## config.mk

```make
export PLATFORM = sky130hd
export DESIGN_NAME = dihang_isqrt
export DESIGN_NICKNAME = d
export VERILOG_FILES = /design/src/rtl/dihedral_angle_top_defines.svh /design/src/rtl/dihang_pkg.sv /design/src/rtl/dihang_isqrt.sv
export SDC_FILE = /design/constraint.sdc
export NUM_CORES = 2
export LEC_CHECK = 0
export BUFFER_PORTS_ARGS = -buffer_cell sky130_fd_sc_hd__buf_2
export CELL_PAD_IN_SITES_DETAIL_PLACEMENT = 1
export CELL_PAD_IN_SITES_GLOBAL_PLACEMENT = 1
export CORE_MARGIN = 1
export CORE_UTILIZATION = 48
export CTS_CLUSTER_SIZE = 40
export DETAILED_ROUTE_END_ITERATION = 12
export GPL_ROUTABILITY_DRIVEN = 0
export PLACE_DENSITY = 0.85
export SLEW_MARGIN = 20
export SYNTH_ARGS = -nofsm -noshare
export SYNTH_HDL_FRONTEND = slang
export SYNTH_SLANG_ARGS = --single-unit
```

## constraint.sdc

```tcl
create_clock -name clk -period 3.03 [get_ports clk]
set_input_delay 0.4545 -clock clk [delete_from_list [all_inputs] [get_ports clk]]
set_output_delay 0.4545 -clock clk [all_outputs]
set_load 0.01 [all_outputs]
```

## src/rtl/dihedral_angle_top_defines.svh

```systemverilog
// Assertion macros shared by the dihedral angle block.
// Each macro takes a label, clock, reset, antecedent, consequent and message.
`ifndef DIHEDRAL_ANGLE_TOP_DEFINES_SVH
`define DIHEDRAL_ANGLE_TOP_DEFINES_SVH
`ifndef SYNTHESIS
`define DIHANG_ASSERT_IMP(lbl, clk, rst, ante, cons, msg) \
  lbl: assert property (@(posedge clk) disable iff (rst) (ante) |-> (cons)) else $error(msg);
`define DIHANG_ASSERT_NXT(lbl, clk, rst, ante, cons, msg) \
  lbl: assert property (@(posedge clk) disable iff (rst) (ante) |=> (cons)) else $error(msg);
`else
`define DIHANG_ASSERT_IMP(lbl, clk, rst, ante, cons, msg)
`define DIHANG_ASSERT_NXT(lbl, clk, rst, ante, cons, msg)
`endif
`endif

```

## src/rtl/dihang_pkg.sv

```systemverilog
`default_nettype none

package dihang_pkg;

  localparam int COORD_WIDTH     = 32;
  localparam int ANGLE_FRAC_BITS = 16;
  localparam int TORSION_WIDTH   = ANGLE_FRAC_BITS + 9;

  // Vectors are scaled so that every component magnitude is at most 2^30.
  localparam int RED_BITS = 30;
  localparam int BW       = COORD_WIDTH + 1;   // bond vector components
  localparam int RW       = RED_BITS + 1;      // reduced components, signed
  localparam int NW       = 2 * RW;            // products and cross products
  localparam int DOTW     = 2 * RW + 1;        // three-term dot products
  localparam int SQW      = 2 * RW;            // sum of squares, unsigned
  localparam int ROOTW    = RW;                // square root

  localparam int ACC_FRAC     = 32;
  localparam int RAD_FRAC     = 56;
  localparam int PRE_SHIFT    = 24;
  localparam int CORDIC_STEPS = 36;
  localparam int XW           = RW + PRE_SHIFT + 3;
  localparam int ZW           = ACC_FRAC + 10;
  localparam int HALF_TURN    = 180;
  localparam int QUARTER_TURN = 90;

  typedef struct packed {
    logic                 deg;
    logic                 neg;
    logic signed [RW-1:0] c;
  } sqrt_aux_t;

  typedef struct packed {
    logic deg;
    logic neg;
    logic zero;
  } rot_aux_t;

  function automatic logic signed [NW-1:0] smul(input logic signed [RW-1:0] a,
                                                input logic signed [RW-1:0] b);
    return NW'(a) * NW'(b);
  endfunction

  // Right shift that brings a magnitude word below 2^RED_BITS.
  function automatic logic [5:0] red_shift(input logic [63:0] orw);
    logic [5:0] k;
    k = '0;
    for (int i = RED_BITS; i < 64; i++) begin
      if (orw[i]) k = 6'(i - RED_BITS + 1);
    end
    return k;
  endfunction

  // Elaboration-time helpers for the arctangent table.
  function automatic logic [63:0] udiv(input logic [63:0] n, input logic [63:0] d);
    logic [63:0] q;
    logic [64:0] r;
    q = '0;
    r = '0;
    for (int b = 63; b >= 0; b--) begin
      r = {r[63:0], n[b]};
      if (r >= {1'b0, d}) begin
        r    = r - {1'b0, d};
        q[b] = 1'b1;
      end
    end
    return q;
  endfunction

  function automatic logic [63:0] atan_series(input logic [63:0] p0, input logic [63:0] d);
    logic [63:0] p, sum, n, term;
    logic        sub, done;
    p    = p0;
    sum  = '0;
    n    = 64'd1;
    sub  = 1'b0;
    done = 1'b0;
    for (int t = 0; t < 64; t++) begin
      if (!done && p != '0) begin
        term = udiv(p, n);
        sum  = sub ? sum - term : sum + term;
        sub  = !sub;
        n    = n + 64'd2;
        if (d == '0) done = 1'b1;
        else p = udiv(p, d);
      end
    end
    return sum;
  endfunction

  function automatic logic [63:0] to_deg(input logic [63:0] a, input logic [63:0] qp);
    logic [63:0] num, q, r;
    num = a * 64'd45;
    q   = udiv(num, qp);
    r   = num - q * qp;
    for (int i = 0; i < ACC_FRAC; i++) begin
      r = r << 1;
      q = q << 1;
      if (r >= qp) begin
        r    = r - qp;
        q[0] = 1'b1;
      end
    end
    return q;
  endfunction

  // atan(2^-i) in degrees with ACC_FRAC fraction bits, truncated.
  function automatic logic [63:0] atan_deg(input int i);
    logic [63:0] one, qp, d;
    one = 64'd1 << RAD_FRAC;
    qp  = 64'd4 * atan_series(udiv(one, 64'd5), 64'd25)
        - atan_series(udiv(one, 64'd239), 64'd57121);
    d   = (2 * i < RAD_FRAC) ? (64'd1 << (2 * i)) : 64'd0;
    if (i == 0) return to_deg(qp, qp);
    return to_deg(atan_series(one >> i, d), qp);
  endfunction

endpackage

`default_nettype wire

```

## src/rtl/dihang_isqrt.sv

```systemverilog
`default_nettype none

module dihang_isqrt (
  input  logic                         clk,
  input  logic                         rst,
  input  logic                         en,
  input  logic                         vld_in,
  input  logic [dihang_pkg::SQW-1:0]   rad,
  input  dihang_pkg::sqrt_aux_t        aux_in,
  output logic                         vld_out,
  output logic [dihang_pkg::ROOTW-1:0] root_out,
  output dihang_pkg::sqrt_aux_t        aux_out
);
  import dihang_pkg::*;

  // One result bit per stage, restoring digit-by-digit square root.
  logic [SQW-1:0]     rd   [ROOTW+1];
  logic [ROOTW+1:0]   rem  [ROOTW+1];
  logic [ROOTW-1:0]   root [ROOTW+1];
  sqrt_aux_t          aux  [ROOTW+1];
  logic               vld  [ROOTW+1];

  assign rd[0]   = rad;
  assign rem[0]  = '0;
  assign root[0] = '0;
  assign aux[0]  = aux_in;
  assign vld[0]  = vld_in;

  for (genvar k = 0; k < ROOTW; k++) begin : g_step
    logic [ROOTW+1:0] cur, trial;
    assign cur   = {rem[k][ROOTW-1:0], rd[k][SQW-1 -: 2]};
    assign trial = {root[k], 2'b01};

    always_ff @(posedge clk) begin
      if (rst) begin
        vld[k+1] <= 1'b0;
      end else if (en) begin
        vld[k+1] <= vld[k];
      end
    end

    always_ff @(posedge clk) begin
      if (en) begin
        rd[k+1]  <= rd[k] << 2;
        aux[k+1] <= aux[k];
        if (cur >= trial) begin
          rem[k+1]  <= cur - trial;
          root[k+1] <= {root[k][ROOTW-2:0], 1'b1};
        end else begin
          rem[k+1]  <= cur;
          root[k+1] <= {root[k][ROOTW-2:0], 1'b0};
        end
      end
    end
  end

  assign vld_out  = vld[ROOTW];
  assign root_out = root[ROOTW];
  assign aux_out  = aux[ROOTW];

endmodule

`default_nettype wire

```

# Yosys cells after proc, flatten, opt, wreduce, memory -nomap -nowiden

Index checks and enable logic that the tools add are counted.

$lt $le $gt $ge: 31
Add/sub/neg operators: 30
Multiplexer cells: 61

Operator list:

| kind             | count |
|---|---|
| $mux W31         | 29 |
| $ge A33 B10 Y1   | 1 |
| $ge A33 B11 Y1   | 1 |
| $ge A33 B12 Y1   | 1 |
| $ge A33 B13 Y1   | 1 |
| $ge A33 B14 Y1   | 1 |
| $ge A33 B15 Y1   | 1 |
| $ge A33 B16 Y1   | 1 |
| $ge A33 B17 Y1   | 1 |
| $ge A33 B18 Y1   | 1 |
| $ge A33 B19 Y1   | 1 |
| $ge A33 B20 Y1   | 1 |
| $ge A33 B21 Y1   | 1 |
| $ge A33 B22 Y1   | 1 |
| $ge A33 B23 Y1   | 1 |
| $ge A33 B24 Y1   | 1 |
| $ge A33 B25 Y1   | 1 |
| $ge A33 B26 Y1   | 1 |
| $ge A33 B27 Y1   | 1 |
| $ge A33 B28 Y1   | 1 |
| $ge A33 B29 Y1   | 1 |
| $ge A33 B3 Y1    | 1 |
| $ge A33 B30 Y1   | 1 |
| $ge A33 B31 Y1   | 1 |
| other kinds (40) | 70 |

Register bits: 3382
Word-level logic and storage cells: 338
Output and inout port bits: 65

# Logic depth before layout (Yosys ltp)

Word-level depth: 2
Depth in mapped cells: 14
Gate-level depth less buffers: 12

# Least setup slack after synthesis

No wires, ideal clock.

Path kind: flip-flop to flip-flop
From: reg rem, in the netlist g_step[28].cur[5]
To: reg rem, in the netlist g_step[29].cur[10], data pin
Arrival: 3050 ps
Path buffers: 1
Slack: -280 ps
Stages on the path, launching flop included: 12
Data required time: 2770 ps
Clock period less this slack: 3310 ps
Library setup time: 260 ps
Cell sequence: edfxtp_1 > ha_1 > a21oi_1 > o21ai_1 > a311o_1 > a221o_1 > a21oi_1 > o221ai_1 > o221ai_1 > and2_1 > buf_2 > mux2_2

Longest elaborated chain between the ends: 2
Elaborated cells between the ends (all ways): 3

RTL lines:

| what                                               | RTL line                               | source |
|---|---|---|
| start: declaration                                 | dihang_isqrt.sv:18                     | `logic [ROOTW+1:0] rem [ROOTW+1];` |
| start signal: indexed assignment                   | dihang_isqrt.sv:47                     | `rem[k+1] <= cur - trial;` |
| start signal: indexed assignment                   | dihang_isqrt.sv:50                     | `rem[k+1] <= cur;` |
| $sub A31 B30 Y31 or $ge A33 B30 Y1 (tied branches) | dihang_isqrt.sv:47, dihang_isqrt.sv:46 |  |
| $mux W31 (*)                                       | dihang_isqrt.sv:46                     | `if (cur >= trial) begin` |

Every way passes the cells marked *; elsewhere a longest branch is shown, timed or not.
A chain may end at the register's enable or synchronous reset.

# Final worst setup path

From: reg root, in the netlist g_step[11].trial[8]
To: reg rem, in the netlist g_step[12].cur[28], data pin

Longest elaborated chain between the ends: 2
Elaborated cells between the ends (all ways): 3

RTL lines:

| what                                               | RTL line                               | source |
|---|---|---|
| start: declaration                                 | dihang_isqrt.sv:19                     | `logic [ROOTW-1:0] root [ROOTW+1];` |
| start signal: indexed assignment                   | dihang_isqrt.sv:48                     | `root[k+1] <= {root[k][ROOTW-2:0], 1'b1};` |
| start signal: indexed assignment                   | dihang_isqrt.sv:51                     | `root[k+1] <= {root[k][ROOTW-2:0], 1'b0};` |
| $sub A31 B13 Y31 or $ge A33 B13 Y1 (tied branches) | dihang_isqrt.sv:47, dihang_isqrt.sv:46 |  |
| $mux W31 (*)                                       | dihang_isqrt.sv:46                     |  |

Marked as above.

==> run metrics <==
outcome finished with violations; violated checks capacitance limit, slew limit, setup timing; Vert. Die Dim 541 microns; Final Max Tran Viols 6; DP Wirelength 231 mm; crit-path max FO 5; CTS clk-pin slew, worst paths 0.08 ns; GRT Util Overall 27.4%; DR WL/cell 33.8 microns; DP Area 153000 sq um; setup violators final 712; Worst EP arrival 5.45 ns; vias in the first global route 98900; 1st-iter DRT viols 14100; GRT Residual Overflow 0; Gate Count Post-Synth 9492; VDD IR max 0.822 mV; most common cell after layout, fill and taps aside edfxtp_1; unique cell type count in the Yosys netlist 99; minimum clock period after layout 4.78 ns; reg2reg setup slack -1.75 ns; # rows 197; flops & latches, synth 3354; worst hold stages 2; Synth Cell Area 140000 sq um; RSZ-0062 raised after global routing true; ys async rst share 0%; global-route wire length before repair 615 mm; Hold Path Class input port to flip-flop; syn avg cell area 14.7 sq um; Setup CP Type flip-flop to flip-flop; vias post-DR 101000; CTS buffer count 349; most frequent cells in the layout 3323 x edfxtp_1, 1252 x buf_4, 640 x inv_1; slowest CP cell xnor2_1; Clock Tree Buf Depth 4; Cell Chain, Critical Path inv_1, ha_4, or2_2, o31ai_1, a21oi_2, a311oi_4, or2_4, buf_6, nor2_4, nand4_1, xnor2_1; number of synthesized flops with an enable pin 3323; area grow syn2layout 26.7%; CTS tree done; post-synthesis net count 10100; PD cells 797 nW/um^2; Reg-to-Reg Start g_step[11].trial[8]$_DFFE_PP_; # DRC 0; # clock sinks 3354; worst slew pin tran 1.88 ns; fraction of layout cells with a size suffix above 1 28.3%; Crit path required time 3.70 ns; Setup Skew 0.111 ns; Tcrit/Tclk final 158%; Seq/Total Area, Yosys 71.9%; Worst Reg-to-Reg Cells 11; Place WS -0.635 ns; Starting Density 48.4%; drt first pass iters 9; Die W 541 microns; hold path endpoint rd[1880]$_DFFE_PP_; Final Cell Area 177000 sq um; worst skew pair latency 1.03 ns; leak pwr 67.3 nW; Core Box Area 289000 sq um; M1 WL 170 mm; final worst setup slack -1.75 ns; die area 293000 sq um; Hold Startpoint rad[18]; Hold Violations, Final 0; metal2 WL 249 mm; Max Fclk 209 MHz; H-tree levels 5; Post-layout nets 12000; Maximum Capacitance Violations 3; buffers added on ports 163; predominant post-synthesis flop cell edfxtp_1; met3 WL 54.1 mm; crit start category flip-flop; Yosys Warn Count 0; largest net degree at the start of global routing 107; reg2reg end g_step[12].cur[28]$_DFFE_PP_; # IOs 164; Worst setup EP type flip-flop; Vias/cell 6.53; Routed Antenna Nets 0; clk root buf clkbuf_16; layout filler cell count 26300; Top Layer Used met5; CP peak stage delay 0.92 ns; initial antenna violation count 29; max_slew headroom -26.0%; Routed WL 525 mm
==> registers in the layout, summed over array words and instances (netlist names) <==
signal and count:
vld_out 1, root_out 31, aux_out 33, g_step.cur 934
g_step.trial 465, aux 990, vld 30, rd 870
==> per-layer routing <==
metal  GRT usage, %  vias to the layer above
met5              0                        -
met2           48.5                     8639
met3           4.72                     3711
li1               -                    39300
met1           31.5                    49700
met4           14.7                       26
==> metrics by stage <==
stage | std cells | utilization, % | hold WS [ns] | total power, mW | TNS [ns]
3_5_place_dp | 14300 | 52.9 | 0.405 | 84.4 | -105.21
2_1_floorplan | 9492 | - | 0.400 | 74.2 | 0
4_1_cts | 15200 | 58.7 | 0.128 | 130 | -16.76
6_report | 15500 | 61.3 | 0.139 | 141 | -233.58
5_1_grt | 15500 | 61.3 | 0.125 | 143 | -234.31
3_3_place_gp | 14300 | 52.9 | 0.400 | 81.9 | -30.40
==> cells in the mapped netlist (145+ instances only) <==
library cell,count,area share (%)
a21o_1,210,1.1
a21oi_1,557,2.0
edfxtp_1,3323,71
ha_1,531,4.8
inv_1,674,1.8
nand2_1,527,1.4
nand3_1,145,0.52
nor2_1,560,1.5
nor3_1,192,0.69
o21ai_0,390,1.4
xnor2_1,375,2.4
xor2_1,338,2.1
==> area by class of cell <==
type | instances | area (sq um) | area share (%)
diodes | 21 | 52.6 | 0.0297
clock buffers | 427 | 9130 | 5.16
clock inverters | 206 | 2240 | 1.26
inverters | 679 | 2570 | 1.45
multi-input cells | 5262 | 43400 | 24.5
flip-flops and latches | 3354 | 100000 | 56.7
well taps | 3880 | 4850 | 2.74
repair buffers | 1709 | 14400 | 8.12
==> critical path: cells and delay by family, from the launching register on <==
| kind | cells | cell delay (ns) |
|---|---|---|
| buffers and inverters | 2 | 0.49 |
| DFF | 1 | 0.42 |
| AOI/OAI and AO/OA | 3 | 1.40 |
| and+or+nand+nor | 4 | 0.88 |
| xor gates and xnor gates | 1 | 0.92 |
| adders and majority gates | 1 | 0.27 |
==> power breakdown <==
group          internal, mW  total, mW  switching [mW]
sequential             57.2       61.5            4.22
combinational          13.5       34.1            20.5
clock                  24.5       45.6            21.1
total                  95.3        141            45.8
==> kinds of logic (layout without fill, tap and decap cells) <==
family,count (synthesis),in the layout,synth area share (%)
AO/OA/AOI/OAI,1711,1712,7.61
XOR/XNOR,713,713,4.47
adder cells (fa/ha/maj),531,531,4.76
flip-flops,3354,3354,71.9
AND/OR/NAND/NOR,2161,2163,7.70
multiplexers,142,142,1.10
buffers and inverters,879,3021,2.48
other,1,22,0.00268
==> how the worst max path moves through the flow <==
stage / from / end / slack (ns) / depth (start not counted)
2_1_floorplan: g_step[28].cur[9]$_DFFE_PP_ / g_step[29].cur[10]$_DFFE_PP_ / 0.0002 / 10
3_3_place_gp: g_step[29].trial[3]$_DFFE_PP_ / g_step[30].cur[4]$_DFFE_PP_ / -0.44 / 12
3_5_place_dp: g_step[29].cur[3]$_DFFE_PP_ / g_step[30].cur[6]$_DFFE_PP_ / -0.63 / 11
4_1_cts: g_step[28].cur[3]$_DFFE_PP_ / g_step[29].cur[18]$_DFFE_PP_ / -0.32 / 12
5_1_grt: g_step[11].trial[8]$_DFFE_PP_ / g_step[12].cur[28]$_DFFE_PP_ / -1.61 / 11
6_report: g_step[11].trial[8]$_DFFE_PP_ / g_step[12].cur[28]$_DFFE_PP_ / -1.75 / 11
==> timing repair <==
action                     CTS  global route
pin swaps                  197           359
hold buffers                99             0
resized for setup          668          1003
setup buffers              153           311
gates cloned                 8            19
setup endpoints to repair  678           775
hold endpoints to repair   133             0
Note: power is estimated with default switching activity, not from simulation.
